<file path="src/hw/rtl/kmse_pkg.sv">
// Types, constants and key map tables shared by the key matrix scan encoder.
// No dependencies.
`default_nettype none

package kmse_pkg;

   localparam int unsigned ColWidth      = 14;
   localparam int unsigned RowWidth      = 8;
   localparam int unsigned TickWidth     = 16;
   localparam int unsigned CodeWidth     = 8;
   localparam int unsigned ColIdxWidth   = 4;

   localparam logic [TickWidth-1:0]   DEBOUNCE_RESET = 16'd50;
   localparam logic [CodeWidth-1:0]   LOWER_FLOOR    = 8'd96;
   localparam logic [CodeWidth-1:0]   LOWER_CEIL     = 8'd123;
   localparam logic [CodeWidth-1:0]   CASE_OFFSET    = 8'd32;
   localparam logic [ColIdxWidth-1:0] G1_LAST_COL    = 4'd9;
   localparam logic [ColIdxWidth-1:0] G2_FIRST_COL   = 4'd10;
   localparam logic [ColIdxWidth-1:0] G2_LAST_COL    = 4'd13;
   localparam logic [ColIdxWidth-1:0] CAPS_COL       = 4'd2;
   localparam logic [3:0]             CAPS_ROW       = 4'd2;

   localparam logic [1:0] PHASE_G1_COLS = 2'd0;
   localparam logic [1:0] PHASE_G1_ROWS = 2'd1;
   localparam logic [1:0] PHASE_G2_COLS = 2'd2;
   localparam logic [1:0] PHASE_G2_ROWS = 2'd3;

   localparam logic [CodeWidth-1:0] MAP_G1 [3][10] = '{
      '{8'h71, 8'h77, 8'h65, 8'h72, 8'h74, 8'h79, 8'h75, 8'h69, 8'h6f, 8'h70},
      '{8'h20, 8'h61, 8'h73, 8'h64, 8'h66, 8'h67, 8'h68, 8'h6a, 8'h6b, 8'h6c},
      '{8'h0a, 8'h01, 8'h02, 8'h7a, 8'h78, 8'h63, 8'h76, 8'h62, 8'h6e, 8'h6d}
   };

   localparam logic [CodeWidth-1:0] MAP_G2 [5][4] = '{
      '{8'h37, 8'h38, 8'h39, 8'h2d},
      '{8'h34, 8'h35, 8'h36, 8'h2b},
      '{8'h31, 8'h32, 8'h33, 8'h2f},
      '{8'h30, 8'h2e, 8'h03, 8'h2a},
      '{8'h04, 8'h06, 8'h05, 8'h07}
   };

   typedef enum logic [7:0] {
      G1_COL  = 8'b0000_0001,
      G1_WAIT = 8'b0000_0010,
      G1_ROW  = 8'b0000_0100,
      G1_HOLD = 8'b0000_1000,
      G2_COL  = 8'b0001_0000,
      G2_WAIT = 8'b0010_0000,
      G2_ROW  = 8'b0100_0000,
      G2_HOLD = 8'b1000_0000
   } scan_state_type;

   typedef struct packed {
      scan_state_type           scan;
      logic [TickWidth-1:0]     wait_count;
      logic [ColIdxWidth-1:0]   held_column;
      logic                     caps_flag;
   } scan_ctx_type;

   typedef struct packed {
      logic [ColWidth-1:0] col_sense;
      logic [RowWidth-1:0] row_sense;
   } req_type;

   typedef struct packed {
      logic [1:0]           drive_phase;
      logic                 key_valid;
      logic [CodeWidth-1:0] key_code;
      logic                 key_held;
      logic                 caps_on;
   } rsp_type;

endpackage

`default_nettype wire

</file>
<file path="src/hw/rtl/kmse_step.sv">
// Scan step logic: column/row priority encoders, key map lookup and caps handling.
// Depends on kmse_pkg.
`default_nettype none

module kmse_step (
   input  kmse_pkg::scan_ctx_type          ctx,
   input  logic [kmse_pkg::TickWidth-1:0]  debounce_ticks,
   input  kmse_pkg::req_type               sense,
   output kmse_pkg::scan_ctx_type          ctx_next,
   output kmse_pkg::rsp_type               result
);

   // Returns {found, index of lowest low line}.
   function automatic logic [4:0] first_low(input logic [9:0] lines);
      logic [4:0] r;
      r = 5'd0;
      for (int i = 9; i >= 0; i--) begin
         if (!lines[i]) begin
            r = {1'b1, 4'(i)};
         end
      end
      return r;
   endfunction

   logic [4:0]                       col_g1;
   logic [4:0]                       col_g2;
   logic [4:0]                       row_g1;
   logic [4:0]                       row_g2;
   logic [kmse_pkg::ColIdxWidth-1:0] c1;
   logic [kmse_pkg::ColIdxWidth-1:0] c2;
   logic [kmse_pkg::ColIdxWidth-1:0] c2_off;
   logic                             caps_hit;
   logic                             caps_new;
   logic [kmse_pkg::CodeWidth-1:0]   code_g1;
   logic [kmse_pkg::CodeWidth-1:0]   code_g1_cased;
   logic [kmse_pkg::CodeWidth-1:0]   code_g2;

   assign col_g1 = first_low(sense.col_sense[9:0]);
   assign col_g2 = first_low({6'h3f, sense.col_sense[13:10]});
   assign row_g1 = first_low({7'h7f, sense.row_sense[2:0]});
   assign row_g2 = first_low({5'h1f, sense.row_sense[7:3]});

   assign c1 = (ctx.held_column > kmse_pkg::G1_LAST_COL) ? kmse_pkg::G1_LAST_COL
                                                          : ctx.held_column;
   assign c2 = (ctx.held_column < kmse_pkg::G2_FIRST_COL) ? kmse_pkg::G2_FIRST_COL :
               (ctx.held_column > kmse_pkg::G2_LAST_COL)  ? kmse_pkg::G2_LAST_COL
                                                          : ctx.held_column;
   assign c2_off = c2 - kmse_pkg::G2_FIRST_COL;

   assign caps_hit = (row_g1[3:0] == kmse_pkg::CAPS_ROW) && (c1 == kmse_pkg::CAPS_COL);
   assign caps_new = ctx.caps_flag ^ caps_hit;

   assign code_g1 = (row_g1[1:0] < 2'd3) ? kmse_pkg::MAP_G1[row_g1[1:0]][c1]
                                          : kmse_pkg::MAP_G1[2][c1];
   assign code_g1_cased = (caps_new && code_g1 > kmse_pkg::LOWER_FLOOR
                           && code_g1 < kmse_pkg::LOWER_CEIL)
                          ? code_g1 - kmse_pkg::CASE_OFFSET : code_g1;
   assign code_g2 = (row_g2[2:0] < 3'd5) ? kmse_pkg::MAP_G2[row_g2[2:0]][c2_off[1:0]]
                                          : kmse_pkg::MAP_G2[4][c2_off[1:0]];

   always_comb begin
      ctx_next           = ctx;
      result.drive_phase = kmse_pkg::PHASE_G1_COLS;
      result.key_valid   = 1'b0;
      result.key_code    = '0;
      result.key_held    = 1'b0;
      unique case (ctx.scan)
         kmse_pkg::G1_COL: begin
            if (col_g1[4]) begin
               ctx_next.held_column = col_g1[3:0];
               ctx_next.wait_count  = debounce_ticks;
               ctx_next.scan        = kmse_pkg::G1_WAIT;
            end else begin
               ctx_next.scan = kmse_pkg::G2_COL;
            end
         end
         kmse_pkg::G1_WAIT: begin
            if (ctx.wait_count != '0) begin
               ctx_next.wait_count = ctx.wait_count - 1'b1;
            end else begin
               ctx_next.scan = kmse_pkg::G1_ROW;
            end
         end
         kmse_pkg::G1_ROW: begin
            result.drive_phase = kmse_pkg::PHASE_G1_ROWS;
            if (row_g1[4]) begin
               result.key_valid   = 1'b1;
               result.key_code    = code_g1_cased;
               ctx_next.caps_flag = caps_new;
               ctx_next.scan      = kmse_pkg::G1_HOLD;
            end else begin
               ctx_next.scan = kmse_pkg::G2_COL;
            end
         end
         kmse_pkg::G1_HOLD: begin
            result.drive_phase = kmse_pkg::PHASE_G1_ROWS;
            result.key_held    = 1'b1;
            if (!row_g1[4]) begin
               ctx_next.scan = kmse_pkg::G2_COL;
            end
         end
         kmse_pkg::G2_COL: begin
            result.drive_phase = kmse_pkg::PHASE_G2_COLS;
            if (col_g2[4]) begin
               ctx_next.held_column = kmse_pkg::G2_FIRST_COL + col_g2[3:0];
               ctx_next.wait_count  = debounce_ticks;
               ctx_next.scan        = kmse_pkg::G2_WAIT;
            end else begin
               ctx_next.scan = kmse_pkg::G1_COL;
            end
         end
         kmse_pkg::G2_WAIT: begin
            result.drive_phase = kmse_pkg::PHASE_G2_COLS;
            if (ctx.wait_count != '0) begin
               ctx_next.wait_count = ctx.wait_count - 1'b1;
            end else begin
               ctx_next.scan = kmse_pkg::G2_ROW;
            end
         end
         kmse_pkg::G2_ROW: begin
            result.drive_phase = kmse_pkg::PHASE_G2_ROWS;
            if (row_g2[4]) begin
               result.key_valid = 1'b1;
               result.key_code  = code_g2;
               ctx_next.scan    = kmse_pkg::G2_HOLD;
            end else begin
               ctx_next.scan = kmse_pkg::G1_COL;
            end
         end
         kmse_pkg::G2_HOLD: begin
            result.drive_phase = kmse_pkg::PHASE_G2_ROWS;
            result.key_held    = 1'b1;
            if (!row_g2[4]) begin
               ctx_next.scan = kmse_pkg::G1_COL;
            end
         end
         default: begin
            ctx_next.scan = kmse_pkg::G1_COL;
         end
      endcase
      result.caps_on = ctx_next.caps_flag;
   end

endmodule

`default_nettype wire

</file>
<file path="src/hw/rtl/key_matrix_scan_encoder.sv">
// Path: an accepted request is held in the input register and then passes into the result
// register, where rsp_valid rises; a stalled response holds the request in the input register.
// Throughput: one request per cycle while responses are taken; the scan context updates
// as each request passes from the input register into the result register.
// Reset: synchronous; scan restarts at group one column sense, caps off,
// debounce_ticks = 50. No clearing pass.
`default_nettype none

module key_matrix_scan_encoder (
   input  logic                            clock,
   input  logic                            reset,
   input  logic                            req_valid,
   output logic                            req_ready,
   input  kmse_pkg::req_type               req_data,
   output logic                            rsp_valid,
   input  logic                            rsp_ready,
   output kmse_pkg::rsp_type               rsp_data,
   input  logic                            csr_valid,
   output logic                            csr_ready,
   input  logic [kmse_pkg::TickWidth-1:0]  csr_data
);

   logic                           in_valid_ff;
   kmse_pkg::req_type              in_data_ff;
   logic                           out_valid_ff;
   kmse_pkg::rsp_type              out_data_ff;
   kmse_pkg::scan_ctx_type         ctx_ff;
   kmse_pkg::scan_ctx_type         ctx_in;
   kmse_pkg::rsp_type              out_data_in;
   logic [kmse_pkg::TickWidth-1:0] debounce_ff;
   logic                           advance;

   assign advance   = in_valid_ff && (!out_valid_ff || rsp_ready);
   assign req_ready = !in_valid_ff || advance;
   assign csr_ready = 1'b1;
   assign rsp_valid = out_valid_ff;
   assign rsp_data  = out_data_ff;

   kmse_step u_step (
      .ctx            (ctx_ff),
      .debounce_ticks (debounce_ff),
      .sense          (in_data_ff),
      .ctx_next       (ctx_in),
      .result         (out_data_in)
   );

   always_ff @(posedge clock) begin
      if (reset) begin
         in_valid_ff  <= 1'b0;
         out_valid_ff <= 1'b0;
         debounce_ff  <= kmse_pkg::DEBOUNCE_RESET;
         ctx_ff       <= '{scan: kmse_pkg::G1_COL, wait_count: '0,
                           held_column: '0, caps_flag: 1'b0};
      end else begin
         if (req_ready) begin
            in_valid_ff <= req_valid;
         end
         if (advance) begin
            out_valid_ff <= 1'b1;
            ctx_ff       <= ctx_in;
         end else if (rsp_ready) begin
            out_valid_ff <= 1'b0;
         end
         if (csr_valid) begin
            debounce_ff <= csr_data;
         end
      end
   end

   always_ff @(posedge clock) begin
      if (req_valid && req_ready) begin
         in_data_ff <= req_data;
      end
      if (advance) begin
         out_data_ff <= out_data_in;
      end
   end

endmodule

`default_nettype wire
</file>
<file path="config.mk">
export PLATFORM = sky130hd
export DESIGN_NAME = key_matrix_scan_encoder
export DESIGN_NICKNAME = d
export VERILOG_FILES = /design/src/hw/rtl/kmse_pkg.sv /design/src/hw/rtl/kmse_step.sv /design/src/hw/rtl/key_matrix_scan_encoder.sv
export SDC_FILE = /design/constraint.sdc
export NUM_CORES = 1
export LEC_CHECK = 0
export BUFFER_PORTS_ARGS = -buffer_cell sky130_fd_sc_hd__buf_2
export CELL_PAD_IN_SITES_DETAIL_PLACEMENT = 0
export CELL_PAD_IN_SITES_GLOBAL_PLACEMENT = 1
export CORE_MARGIN = 2
export CORE_UTILIZATION = 45
export CTS_BUF_LIST = sky130_fd_sc_hd__clkbuf_8
export DETAILED_ROUTE_END_ITERATION = 6
export PLACE_DENSITY_LB_ADDON = 0.1
export SYNTH_ARGS = -nofsm -noshare
export SYNTH_HDL_FRONTEND = slang
export SYNTH_SLANG_ARGS = --single-unit
</file>
<file path="constraint.sdc">
create_clock -name clock -period 5.08 [get_ports clock]
set_clock_uncertainty 0.2 [all_clocks]
set_input_delay 0 -clock clock [delete_from_list [all_inputs] [get_ports clock]]
set_output_delay 0 -clock clock [all_outputs]
set_load 0.005 [all_outputs]
</file>
# Word level (Yosys, flattened, before mapping)
# Memory sizes are Yosys's and may differ from the RTL's.
# Cells that the tools add are included.
# op_classes
reduce_logical	21
mux	67
div	0
eq_ne	17
n_lt_le_gt_ge	11
n_mul	0
shift	0
add_sub_neg	4
bitwise_logic	5
# op_table
operator	count
80-bit binary-select mux with 2-bit select	1
80-bit 2-to-1 mux	2
8-bit 2-to-1 mux	16
5-bit 2-to-1 mux	24
32-bit 2-to-1 mux	2
8-bit case mux with 8 select lines	1
16-bit case mux with 3 select lines	1
20-bit 2-to-1 mux	2
8-bit binary-select mux with 2-bit select	2
8-bit binary-select mux with 4-bit select	1
9-bit 2-to-1 mux	2
9-bit case mux with 2 select lines	1
16-bit 2-to-1 mux	1
16-bit nonzero test	1
16-bit by 1-bit subtractor with 16-bit output (second input constant)	1
5-bit AND reduction	2
2-bit OR reduction	5
4-bit by 2-bit equality test with 1-bit output (second input constant)	2
8-bit by 1-bit equality test with 1-bit output (second input constant)	1
8-bit by 2-bit equality test with 1-bit output (second input constant)	1
8-bit by 3-bit equality test with 1-bit output (second input constant)	1
8-bit by 4-bit equality test with 1-bit output (second input constant)	1
8-bit by 5-bit equality test with 1-bit output (second input constant)	1
8-bit by 6-bit equality test with 1-bit output (second input constant)	1
other kinds (32)	52
# word_totals
inputBits	43
word_cells	141
latch_bits	0
mem_bits_rw	0
memories	2
rom_bits	384
ff_bits	82
# memory_table
memory	words	width	rd	rd_ports_with_merged_regs	wr	line_no	text
(no name shown)	8	32	1	0	0	kmse_step.sv:58	assign code_g2 = (row_g2[2:0] < 3'd5) ? kmse_pkg::MAP_G2[row_g2[2:0]][c2_off[1:0]]
(no name shown)	16	8	1	0	0	kmse_step.sv:54	: kmse_pkg::MAP_G1[2][c1];

# Longest topological paths before layout
# logic_depth
word_depth	17
mapped_depth	10

# Cells and area by module
# A second synthesis with hierarchy kept.
# hier_totals
cells_unflattened	565
area_unflattened_um2	5082.4
# by_module_without_submodules
mod	cells_per_inst	seq_area_each_um2	instances	area_per_inst_um2
key_matrix_scan_encoder	225	1991.9	1	3042.9
kmse_step	340	0.0	1	2039.5

# Least setup slack after synthesis
# No wires, ideal clock.
# synth_timing
path_kind	flip-flop to flip-flop
start	register ctx_ff[28] (netlist name)
end	register ctx_ff[18] (netlist name)
period_less_slack_ps	2591
stages_incl_launch_ff	7
arrival_time_ps	2332
path_slack_ps	2489
setup_ps	59
path_cell_list	dfxtp_1 or4_4 or3_1 buf_2 or4_4 a2111oi_4 o31a_1
# synth_via
elab_chain_len	4
# synth_rtl
element	line_no	text
from (decl)	key_matrix_scan_encoder.sv:27	kmse_pkg::scan_ctx_type ctx_ff;
from (signal assigned)	key_matrix_scan_encoder.sv:52	ctx_ff <= '{scan: kmse_pkg::G1_COL, wait_count: '0,
from (signal assigned)	key_matrix_scan_encoder.sv:60	ctx_ff <= ctx_in;
8-bit by 2-bit equality test with 1-bit output or 8-bit by 6-bit equality test with 1-bit output (tied branches)	kmse_step.sv:67	unique case (ctx.scan)
2-bit OR reduction (no source line)	n/a	
2-bit by 1-bit inequality test with 1-bit output (no source line) or 3-bit nonzero test (tied branches)	n/a	
5-bit AND reduction (no source line)	n/a	
# Parallel ways exist; a longest one is shown, timed or not.
# A chain may end at the register's enable or synchronous reset.

# Final worst setup path
# layout_timing
start	register ctx_ff[25] (netlist name)
end	register ctx_ff[14] (netlist name)
# The elaborated chain is that of the path after synthesis.

==> results.tsv <==
stage	metric	value	unit
critical_path	CP Max Fanout	34	
logic_synthesis	Seq/Total Area, Yosys	0.422	
routing	final WL	12700	um
logic_synthesis	top cells by area, synth	edfxtp_1 22%, dfxtp_1 20%, mux2i_1 4.0%, nor2_1 3.9%, a21oi_1 3.8%	
critical_path	Startpoint Class	flop	
logic_synthesis	synth unique cells	71	
critical_path	worst reg2reg path startpoint	ctx_ff[25]	
routing	wire per inst	16.6	um
logic_synthesis	synthesized cell area	0.00472	mm2
critical_path	Critical Path AT	3480	ps
logic_synthesis	syn_nets	586	
logic_synthesis	Post-synth EDFFs	35	
floorplan	Die Width	106	um
floorplan	DIE AREA	0.0113	mm2
clock_tree	Num CTS Buffers	9	
floorplan	Initial Util	0.460	
job	max_cap viols	0	
pwr	worst vdd ir	161	uV
run_status	status	complete, no violations	
global_route	grt total ovfl	0	
floorplan	Core Area	0.0103	mm2
routing	Post-route DRC	0	
global_route	Tot GR Track Use	0.232	
pwr	Logic pwr share	0.190	
final_layout	Antenna diodes	0	
global_route	first-pass GRT wire length	21200	um
placement	IO buf count	57	
sta	pins over their slew limit	0	
routing	Vias	4471	
pwr	total chip power	1600	uW
sta	Final setup viols	0	
logic_synthesis	cell taking the most area after synthesis	edfxtp_1	
pwr	Static Leak	0.00226	uW
clock_tree	CTS tree	built	
logic_synthesis	top-area cell type share of the netlist area	0.222	
global_route	met3 usage in global routing	0.0276	
min_path	path category of the worst min-delay check	input pin to flop	
critical_path	Critical Path RT	5140	ps
routing	First DRT Iteration DRCs	304	
sta	min Tclk post-route	3430	ps
routing	Post-DRT Antenna Nets	0	
floorplan	# rows	37	
pwr	Power Density	275	mW/mm2
global_route	vias in the first global route	4272	
logic_synthesis	Ys Warns	0	
clock_tree	Setup Buffers After CTS	0	
pwr	internal power	1130	uW
clock_tree	H-tree Lvls	3	
clock_tree	Clock Latency Late Sink	360	ps
global_route	largest net degree at the start of global routing	43	
critical_path	critical path class	flop to flop	
logic_synthesis	Post-Synthesis Cells	533	
global_route	Most Used Layer, Global Route	met2	
routing	TritonRoute pass-1 iters	6	
sta	slew margin rel.	0.279	
pwr	Seq pwr share	0.476	
final_layout	Area Growth Syn to Fin	23.4	%
logic_synthesis	predominant post-synthesis flop cell	dfxtp_1	
sta	fmax	292	MHz
logic_synthesis	average size of a mapped cell	8.86	um2
pwr	Net Switching	472	uW
sta	Worst Max-Slew Pin Slew	1080	ps
pwr	Clock power frac	0.335	
clock_tree	clock root buffer	clkbuf_8	
global_route	routing usage on met1	0.330	
global_route	initial antenna violation count	0	
logic_synthesis	FFs w/ async S/R, synth	0	
pwr	switching portion of total power	0.295	
placement	GPL Wtd Cong	0.856	
final_layout	Final nets	674	
sta	Fin Setup TNS	0	ps
clock_tree	CTS max path bufs	2	
routing	vias per cell	5.87	
global_route	GRT met2 Usage	0.365	
critical_path	CP Capture Type	flop	
min_path	Worst Min Path Start	csr_valid	
floorplan	Die H	106	um
clock_tree	CTS Sinks	82	
logic_synthesis	number of synthesized register bits	82	
sta	RSZ-0062 raised after global routing	no	
sta	Fin. Hold Viols	0	
final_layout	layout cells sized above 1	0.144	
floorplan	I/O Pins	59	
clock_tree	clk slew on worst S/H paths	90	ps
critical_path	crit path from	ctx_ff[25]	
placement	DP Wirelength	8090	um
sta	Tcrit/Tclk final	0.674	
[metal layers]
| metal | up-vias | wire length [um] |
|---|---|---|
| met1 | 2115 | 6000 |
| met5 | - | 0 |
| li1 | 2187 | - |
| met2 | 150 | 5860 |
| met4 | 0 | 218 |
| met3 | 19 | 589 |
[power groups by stage]
stage | clock, uW | combinational, uW | sequential [uW]
after floorplan | 0 | 206 | 754
after global placement | 0 | 258 | 776
after detailed placement | 0 | 261 | 777
after CTS | 545 | 299 | 762
after global routing | 576 | 337 | 769
final | 537 | 304 | 763
[placed cells by master, fill, tap and decap left out, types with 9 or more instances in the layout]
cell	n
buf_2	57
dlygate4sd3_1	56
nor2_1	49
dfxtp_1	47
nand2_1	40
a21oi_1	36
edfxtp_1	35
o21ai_0	22
nor3_1	20
nand3_1	19
mux2i_1	19
inv_1	17
nand4_1	16
nor4_1	13
o32ai_1	11
ha_1	10
clkbuf_8	9
[cells by family (layout without fill, tap and decap cells)]
group           Yosys count  in the layout  synth area share
compound gates          140            140             0.208
mux                      20             20            0.0426
simple gates            215            215             0.238
fa+ha+maj                12             12            0.0307
other cells               1              1          0.000794
buf+inv                  56            149            0.0458
flops                    82             82             0.422
xor+xnor                  7              7            0.0130
[worst max-delay path: stages, from the launching register on]
cell and delay, ps:
dfxtp_1 450, or4_4 550, or3_1 760, nor3_2 980, a2111oi_0 190, o32ai_1 180
[worst paths after layout]
check	to	slack, ps	cells after the start
hold reg to reg	ctx_ff[19]	270	2
setup / recovery	ctx_ff[14]	1650	5
setup reg to reg	ctx_ff[14]	1650	5
hold / removal	debounce_ff[13]	30	3
[final cells by class]
type                       count  area, um2
tap                          136        170
sequential                    82       1990
fill                         943       4450
timing repair buffer         116        868
clock buffer                   9        124
multi-input combinational    395       2520
inverter                      17       63.8
clock inverter                 7       93.8
[metrics by stage]
stage	hold WS, ps	cell area [um2]	instances	setup slack [ps]	utilization
after floorplan	-101	4720	533	2490	-
after global placement	-22.9	5050	690	1750	0.491
after detailed placement	-21.8	5050	690	1730	0.491
after CTS	6.88	5830	762	1700	0.567
after global routing	59.4	5830	762	1480	0.567
final	27.1	5830	762	1650	0.567
[synthesized netlist by cell type (all sizes together), types with 3 or more instances]
cell type	count
o211ai	7
and2	7
o32ai	11
o21ai	24
nand3	19
inv	16
or2	6
o221ai	3
nor3	22
nand4	16
xnor2	4
a22oi	5
nor4	13
mux2i	19
a21oi	36
o31ai	5
or4	5
ha	10
nor4b	3
dfxtp	47
nor2b	7
xor2	3
or3	5
nor3b	3
nand2b	7
nand2	40
a2111oi	3
o22ai	4
o21bai	3
a31oi	7
nor2	49
a21boi	4
and3	6
nand4b	3
edfxtp	35
clkbuf	34
buf	5
o211a	4
[flip-flops by register name (all words and copies together) (netlist names)]
signal,count
in_data_ff,22
debounce_ff,16
in_valid_ff,1
rsp_valid,1
ctx_ff,29
rsp_data,13
[what timing repair did]
| item | CTS | global route |
|---|---|---|
| gates resized for setup | 0 | 0 |
| hold buffers | 56 | 0 |
| endpoints found under the hold margin | 40 | 0 |
No activity file was read; power rests on OpenSTA's default activity.
